===== config.mk =====
export PLATFORM = sky130hd
export DESIGN_NAME = radar_target_frame_decoder_top
export DESIGN_NICKNAME = d
export VERILOG_FILES = /design/src/rtl/core/rtfd_pkg.sv /design/src/rtl/core/rtfd_slot_decode.sv /design/src/rtl/core/radar_target_frame_decoder_top.sv
export VERILOG_INCLUDE_DIRS = /design/src /design/src/rtl/core
export SDC_FILE = /design/constraint.sdc
export NUM_CORES = 1
export LEC_CHECK = 0
export BUFFER_PORTS_ARGS = -buffer_cell sky130_fd_sc_hd__buf_2
export CAP_MARGIN = 10
export CORE_ASPECT_RATIO = 1.25
export CORE_MARGIN = 2
export CORE_UTILIZATION = 60
export CTS_CLUSTER_SIZE = 8
export DETAILED_ROUTE_END_ITERATION = 16
export PLACE_DENSITY_LB_ADDON = 0.2
export RECOVER_POWER = 25
export SETUP_SLACK_MARGIN = 0.05
export SLEW_MARGIN = 20
export SYNTH_ARGS = -nofsm -noshare
export SYNTH_HDL_FRONTEND = slang
export SYNTH_SLANG_ARGS = --single-unit

===== constraint.sdc =====
create_clock -name clk_i -period 31.6 [get_ports clk_i]
set_input_delay 1.58 -clock clk_i [delete_from_list [all_inputs] [get_ports clk_i]]
set_output_delay 1.58 -clock clk_i [all_outputs]
set_load 0.005 [all_outputs]

===== src/rtl/core/radar_target_frame_decoder_top_assert.svh =====
// Assertion macros for the radar target frame decoder
`ifndef RADAR_TARGET_FRAME_DECODER_TOP_ASSERT_SVH
`define RADAR_TARGET_FRAME_DECODER_TOP_ASSERT_SVH
`ifndef SYNTH
`define RTFD_ASSERT(lbl, prop, msg) \
  lbl: assert property (@(posedge clk_i) disable iff (!rst_ni) prop) else $error(msg);
`define RTFD_ASSERT_ALWAYS(lbl, prop, msg) \
  lbl: assert property (@(posedge clk_i) prop) else $error(msg);
`else
`define RTFD_ASSERT(lbl, prop, msg)
`define RTFD_ASSERT_ALWAYS(lbl, prop, msg)
`endif
`endif


===== src/rtl/core/rtfd_pkg.sv =====
// Shared types, constants and word decoding for the radar target frame decoder
package rtfd_pkg;

  localparam int unsigned WindowLen = 30;
  localparam int unsigned HeadLen   = 4;
  localparam int unsigned SlotLen   = 8;
  localparam int unsigned FillW     = 5;

  localparam logic [7:0] Head0 = 8'hAA;
  localparam logic [7:0] Head1 = 8'hFF;
  localparam logic [7:0] Head2 = 8'h03;
  localparam logic [7:0] Head3 = 8'h00;
  localparam logic [7:0] Foot0 = 8'h55;
  localparam logic [7:0] Foot1 = 8'hCC;

  localparam logic [14:0] MinValidYReset = 15'd320;

  typedef logic [SlotLen-1:0][7:0] slot_bytes_t;

  typedef struct packed {
    logic signed [15:0] pos_x;
    logic signed [15:0] pos_y;
    logic signed [15:0] speed;
    logic [15:0]        dist_res;
    logic               valid;
  } target_t;

  // Offset-sign word: top bit set means positive magnitude, clear means negative.
  function automatic logic signed [15:0] decode_word(input logic [15:0] raw);
    logic [15:0] mag;
    mag = {1'b0, raw[14:0]};
    if (raw[15]) begin
      return $signed(mag);
    end
    return $signed(16'd0 - mag);
  endfunction

endpackage


===== src/rtl/core/rtfd_slot_decode.sv =====
// Decoder for the eight bytes of one target slot
module rtfd_slot_decode (
  input  rtfd_pkg::slot_bytes_t slot_bytes_i,
  input  logic [14:0]           min_valid_y_i,
  output rtfd_pkg::target_t     target_o
);

  logic [15:0]        raw_x;
  logic [15:0]        raw_y;
  logic [15:0]        raw_s;
  logic [15:0]        raw_d;
  logic signed [15:0] dec_y;

  // Little-endian words
  assign raw_x = {slot_bytes_i[1], slot_bytes_i[0]};
  assign raw_y = {slot_bytes_i[3], slot_bytes_i[2]};
  assign raw_s = {slot_bytes_i[5], slot_bytes_i[4]};
  assign raw_d = {slot_bytes_i[7], slot_bytes_i[6]};

  assign dec_y = rtfd_pkg::decode_word(raw_y);

  always_comb begin
    target_o.pos_x    = rtfd_pkg::decode_word(raw_x);
    target_o.pos_y    = dec_y;
    target_o.speed    = rtfd_pkg::decode_word(raw_s);
    target_o.dist_res = raw_d;
    target_o.valid    = ((raw_x | raw_y | raw_s) != 16'd0) &&
                        (dec_y >= $signed({1'b0, min_valid_y_i}));
  end

endmodule


===== src/rtl/core/radar_target_frame_decoder_top.sv =====
// Radar report frame decoder: sliding byte window, frame match and target output
//
//   channel   direction  handshake                   payload
//   input     in         in_valid_i / in_stall_o     data_byte_i
//   result    out        out_valid_o / out_stall_i   target_slot_o .. last_target_o
//   config    in         cfg_we_i                    cfg_wdata_i (min_valid_y)
//
// One byte is taken every unstalled cycle; the window is a 30-stage shift line.
// A completed frame is decoded in the cycle of its last byte and its targets
// leave one per unstalled cycle from a slot buffer, TARGET_SLOTS per frame.
// Input stalls only when the buffer is still draining and the next byte could
// complete another frame. Reset empties the window and sets min_valid_y to 320.
module radar_target_frame_decoder_top #(
  parameter int unsigned TARGET_SLOTS = 3
) (
  input  logic               clk_i,
  input  logic               rst_ni,
  input  logic               cfg_we_i,
  input  logic [14:0]        cfg_wdata_i,
  input  logic               in_valid_i,
  output logic               in_stall_o,
  input  logic [7:0]         data_byte_i,
  output logic               out_valid_o,
  input  logic               out_stall_i,
  output logic [1:0]         target_slot_o,
  output logic signed [15:0] pos_x_mm_o,
  output logic signed [15:0] pos_y_mm_o,
  output logic signed [15:0] speed_cm_s_o,
  output logic [15:0]        dist_resolution_o,
  output logic               target_valid_o,
  output logic               last_target_o
);

  localparam int unsigned SlotW = (TARGET_SLOTS > 1) ? $clog2(TARGET_SLOTS) : 1;
  localparam logic [SlotW-1:0] LastSlot = SlotW'(TARGET_SLOTS - 1);
  localparam logic [rtfd_pkg::FillW-1:0] FullMinusOne =
    rtfd_pkg::FillW'(rtfd_pkg::WindowLen - 1);

  logic [7:0]                 win_q [rtfd_pkg::WindowLen];
  logic [7:0]                 nwin  [rtfd_pkg::WindowLen];
  logic [rtfd_pkg::FillW-1:0] fill_q, fill_d;
  logic [14:0]                min_y_q;
  logic                       pend_q, pend_d;
  logic [SlotW-1:0]           slot_q, slot_d;
  rtfd_pkg::target_t          buf_q [TARGET_SLOTS];
  rtfd_pkg::target_t          dec   [TARGET_SLOTS];
  rtfd_pkg::target_t          cur;
  logic                       in_xfer, out_xfer, frame_ok, frame_hit;

  assign in_stall_o = pend_q && (fill_q == FullMinusOne);
  assign in_xfer    = in_valid_i && !in_stall_o;
  assign out_xfer   = out_valid_o && !out_stall_i;

  // Window as it stands once this byte is in
  always_comb begin
    for (int unsigned i = 0; i < rtfd_pkg::WindowLen - 1; i++) begin
      nwin[i] = win_q[i+1];
    end
    nwin[rtfd_pkg::WindowLen-1] = data_byte_i;
  end

  assign frame_ok = (nwin[0] == rtfd_pkg::Head0) && (nwin[1] == rtfd_pkg::Head1) &&
                    (nwin[2] == rtfd_pkg::Head2) && (nwin[3] == rtfd_pkg::Head3) &&
                    (nwin[rtfd_pkg::WindowLen-2] == rtfd_pkg::Foot0) &&
                    (nwin[rtfd_pkg::WindowLen-1] == rtfd_pkg::Foot1);
  assign frame_hit = in_xfer && (fill_q == FullMinusOne) && frame_ok;

  for (genvar s = 0; s < TARGET_SLOTS; s++) begin : g_slot
    rtfd_pkg::slot_bytes_t sb;
    for (genvar j = 0; j < rtfd_pkg::SlotLen; j++) begin : g_byte
      assign sb[j] = nwin[rtfd_pkg::HeadLen + s * rtfd_pkg::SlotLen + j];
    end
    rtfd_slot_decode u_dec (
      .slot_bytes_i (sb),
      .min_valid_y_i(min_y_q),
      .target_o     (dec[s])
    );
  end

  always_comb begin
    fill_d = fill_q;
    if (in_xfer) begin
      if (fill_q != FullMinusOne) begin
        fill_d = fill_q + 1'b1;
      end else if (frame_ok) begin
        fill_d = '0;
      end
      // full without a frame: oldest byte drops, count stays at 29
    end
  end

  always_comb begin
    pend_d = pend_q;
    slot_d = slot_q;
    if (frame_hit) begin
      pend_d = 1'b1;
      slot_d = '0;
    end else if (out_xfer) begin
      if (slot_q == LastSlot) begin
        pend_d = 1'b0;
      end else begin
        slot_d = slot_q + 1'b1;
      end
    end
  end

  always_ff @(posedge clk_i or negedge rst_ni) begin
    if (!rst_ni) begin
      fill_q  <= '0;
      pend_q  <= 1'b0;
      slot_q  <= '0;
      min_y_q <= rtfd_pkg::MinValidYReset;
    end else begin
      fill_q <= fill_d;
      pend_q <= pend_d;
      slot_q <= slot_d;
      if (cfg_we_i) begin
        min_y_q <= cfg_wdata_i;
      end
    end
  end

  always_ff @(posedge clk_i) begin
    if (in_xfer) begin
      win_q <= nwin;
    end
    if (frame_hit) begin
      buf_q <= dec;
    end
  end

  assign cur = buf_q[slot_q];

  assign out_valid_o       = pend_q;
  assign target_slot_o     = 2'(slot_q);
  assign pos_x_mm_o        = cur.pos_x;
  assign pos_y_mm_o        = cur.pos_y;
  assign speed_cm_s_o      = cur.speed;
  assign dist_resolution_o = cur.dist_res;
  assign target_valid_o    = cur.valid;
  assign last_target_o     = (slot_q == LastSlot);

`include "radar_target_frame_decoder_top_assert.svh"

  `RTFD_ASSERT(a_fill_range, fill_q <= FullMinusOne, "fill count beyond window")
  `RTFD_ASSERT(a_no_overwrite, frame_hit |-> !pend_q, "frame captured over pending targets")
  `RTFD_ASSERT(a_drain_ends, out_xfer && last_target_o |=> !out_valid_o, "results after last target")
  `RTFD_ASSERT(a_first_slot, $rose(out_valid_o) |-> target_slot_o == 2'd0, "frame not starting at slot 0")
  `RTFD_ASSERT_ALWAYS(a_reset_idle, !rst_ni |=> !out_valid_o, "result valid during reset")

endmodule


==> impl_metrics.sql <==
INSERT INTO impl_metrics (metric_group, metric, value, unit) VALUES
('status', 'run_status', 'completed', ''),
('yosys', 'synth.ff_latch_count', '450', ''),
('sta', 'rsz_0062_raised_after_global_routing', 'no', ''),
('die', 'die-height', '203', 'um'),
('cells_and_area', 'fill_cells', '2057', ''),
('sta', 'timing_worst_slew_pin_value', '1150', 'ps'),
('worst_setup_path', 'crit-reg2reg-capture', 'buf_q[130]', ''),
('hold_path', 'timing.hold.worst_path_depth', '0', ''),
('pwr', 'worst_voltage_drop_across_the_vdd_grid', '58.8', 'uV'),
('worst_setup_path', 'slowest_cell_on_crit_path', 'sky130_fd_sc_hd__buf_4', ''),
('yosys', 'yosys_most_used_dff', 'sky130_fd_sc_hd__edfxtp_1', ''),
('cells_and_area', 'number_of_inserted_diodes', '0', ''),
('route', 'wirelength', '41.5', 'mm'),
('grt', 'grt_start_max_net_pins', '199', ''),
('yosys', 'synth-async-reset-ratio', '5.11', '%'),
('yosys', 'syn-num-nets', '1425', ''),
('clock_network', 'clock_tree.root_cell', 'sky130_fd_sc_hd__clkbuf_16', ''),
('route', 'detailedRoute.firstIterationViolations', '1186', ''),
('yosys', 'synth.lib_cells_used.distinct', '51', ''),
('clock_network', 'ctsHoldBuffers', '0', ''),
('grt', 'grt_first_pass_wirelength', '63.0', 'mm'),
('worst_setup_path', 'timing.critical_path.from_type', 'flop', ''),
('route', 'routed_via_density', '5.93', ''),
('clock_network', 'clk_path_buf_depth', '3', ''),
('yosys', 'warning_count_from_the_yosys_run', '0', ''),
('die', 'fp.dieArea', '0.0332', 'mm2'),
('worst_setup_path', 'setup.worst_path.end_class', 'output pin', ''),
('yosys', 'synthesis.area_per_instance', '14.2', 'um2'),
('grt', 'gr-usage-all-layers', '25.6', '%'),
('cells_and_area', 'area_delta_synth_final', '14.3', '%'),
('sta', 'setup_viol', '0', ''),
('grt', 'grt_remaining_overflow', '0', ''),
('die', 'starting_density_of_the_core', '61.2', '%'),
('sta', 'final_count_of_hold_timing_violations', '0', ''),
('clock_network', 'postCtsResizedCells', '0', ''),
('sta', 'finalCritPeriodShare', '14.4', '%'),
('worst_setup_path', 'worstPathMaxFanout', '69', ''),
('cells_and_area', 'num-nets-final', '1553', ''),
('hold_path', 'min_from', 'nwin[229]', ''),
('hold_path', 'min_path_type', 'reg -> reg', ''),
('job', 'timing.max_cap.violations', '0', ''),
('worst_setup_path', 'endpoint_required_time_on_the_critical_path', '30020', 'ps'),
('pwr', 'power_switching_share', '21.8', '%'),
('pwr', 'leakagePower', '7.90', 'nW'),
('yosys', 'synth-edff-count', '427', ''),
('yosys', 'synthesis.area', '0.0190', 'mm2'),
('die', 'top_level_ports', '98', ''),
('hold_path', 'whs_endpoint', 'nwin[237]', ''),
('placed_design', 'finalWeightedCongestion', '0.854', ''),
('route', 'post_drt_wl_per_cell', '22.0', 'um'),
('route', 'drt_pre_antenna_iters', '6', ''),
('clock_network', 'post_cts_setup_inserts', '0', ''),
('pwr', 'power-per-cell-area', '64.9', 'mW/mm2'),
('worst_setup_path', 'critical_path.most_common_cell', 'sky130_fd_sc_hd__buf_4', ''),
('yosys', 'netlist_instances', '1340', ''),
('placed_design', 'hpwl', '27.5', 'mm'),
('pwr', 'share_seq_of_total_power', '50.3', '%'),
('worst_setup_path', 'arrival', '2960', 'ps'),
('sta', 'final_skew', '17.5', 'ps'),
('route', 'post-route-drc-count', '0', ''),
('sta', 'finalWorstPathRequiredPeriod', '4540', 'ps'),
('pwr', 'comb_power_share', '6.3', '%'),
('clock_network', 'tritoncts.num_buffers', '66', ''),
('route', 'detail-route-antenna-nets', '0', ''),
('placed_design', 'port_buffers', '97', ''),
('yosys', 'yosysSeqAreaShare', '70.4', '%'),
('worst_setup_path', 'timing_worst_setup_path_type', 'reg -> out', ''),
('sta', 'slew_headroom', '23.6', '%'),
('pwr', 'internal_power', '1.10', 'mW'),
('cells_and_area', 'share_of_post_route_cells_with_drive_strength_above_1', '13.3', '%'),
('worst_setup_path', 'slowest_delay', '590', 'ps');
[worst max-delay path: cells and delay by family, from the launching register on]
family          cells  cell delay, ps
buf+inv             4            1540
flops               1             330
simple gates        2             260
compound gates      1             220
[stage by stage]
step | instance area, um2 | instances | hold WS, ps | utilization (%) | setup WS (ps)
CTS | 21700 | 1889 | 426 | 70.0 | 26990
global route | 21700 | 1889 | 425 | 70.0 | 26880
detailed placement | 20000 | 1807 | 429 | 64.2 | 26830
floorplan | 19000 | 1340 | 417 | - | 19580
global placement | 20000 | 1807 | 421 | 64.2 | 26940
finish | 21700 | 1889 | 434 | 70.0 | 27060
[Yosys cell counts (26+ instances only)]
cell / instances / area (um2)
sky130_fd_sc_hd__a21oi_1: 71 / 355
sky130_fd_sc_hd__clkbuf_1: 36 / 135
sky130_fd_sc_hd__edfxtp_1: 427 / 12800
sky130_fd_sc_hd__ha_1: 57 / 713
sky130_fd_sc_hd__inv_1: 57 / 214
sky130_fd_sc_hd__mux2i_1: 66 / 661
sky130_fd_sc_hd__nand2_1: 95 / 357
sky130_fd_sc_hd__nor2_1: 111 / 417
sky130_fd_sc_hd__nor3_1: 40 / 200
sky130_fd_sc_hd__o21ai_0: 92 / 460
sky130_fd_sc_hd__xnor2_1: 26 / 228
sky130_fd_sc_hd__xor2_1: 92 / 806
[metal layers]
metal	track usage, %	wire length [um]	share of wire, %
met1	33.6	16600	40
met3	3.66	2640	6.4
met5	0	0	0
met2	42.3	20600	50
met4	12.6	1720	4.1
[flip-flops by register name, indices dropped and copies added (netlist names)]
register	flops
g_slot.sb	192
out_valid_o	1
target_slot_o	2
nwin	40
min_y_q	15
fill_q	5
buf_q	195
[power by group through the flow]
stage | Clock [mW] | Sequential (mW) | Combinational [mW]
floorplan | 0 | 0.711 | 0.0635
global placement | 0 | 0.719 | 0.0840
detailed placement | 0 | 0.720 | 0.0879
CTS | 0.623 | 0.710 | 0.0886
global route | 0.647 | 0.712 | 0.0999
finish | 0.613 | 0.710 | 0.0883
[cell families after synthesis]
group,share of synthesized area (%)
AO/OA/AOI/OAI,5.94
buffers and inverters,1.96
XOR/XNOR,5.43
AND/OR/NAND/NOR,8.44
multiplexers,4.06
adder cells (fa/ha/maj),3.75
flip-flops,70.4
[worst max-delay path by stage]
stage	from	to	slack, ps	cells after the start
4_1_cts	target_slot_o[0]	pos_y_mm_o[0]	26990	7
3_5_place_dp	data_byte_i[5]	buf_q[87]	26830	6
3_3_place_gp	data_byte_i[5]	buf_q[84]	26940	6
6_report	target_slot_o[0]	pos_y_mm_o[0]	27060	7
5_1_grt	target_slot_o[0]	pos_y_mm_o[0]	26880	7
2_1_floorplan	in_valid_i	g_slot[0].sb[0]	19580	2
[cells in the final DEF (no fill, tap or decap), drive strengths merged, types with 2 or more instances in the layout]
cell type and n:
edfxtp 427, nor2 112, buf 102, nand2 95
xor2 92, o21ai 92, clkbuf 79, a21oi 71
mux2i 66, inv 59, ha 57, nor3 40
xnor2 26, a31oi 21, nor4 21, dfrtp 21
and3 12, mux2 10, nand2b 8, nand3 8
nand4 7, or4 6, nor4bb 6, and4 5
a21o 5, nor2b 3, or3 3, nor3b 2
and4b 2, o22ai 2, and3b 2, o311ai 2
a221oi 2, dfstp 2, a41oi 2
[layout make-up]
| type | instances | area (um2) | share of cell area, % |
|---|---|---|---|
| multi-input cells | 791 | 5280 | 24.3 |
| inverters | 57 | 214 | 0.984 |
| clock inverters | 3 | 26.3 | 0.121 |
| well taps | 407 | 509 | 2.34 |
| repair buffers | 102 | 548 | 2.52 |
| clock buffers | 79 | 1760 | 8.11 |
| flip-flops and latches | 450 | 13400 | 61.6 |
No activity file was read; power rests on OpenSTA's default activity.
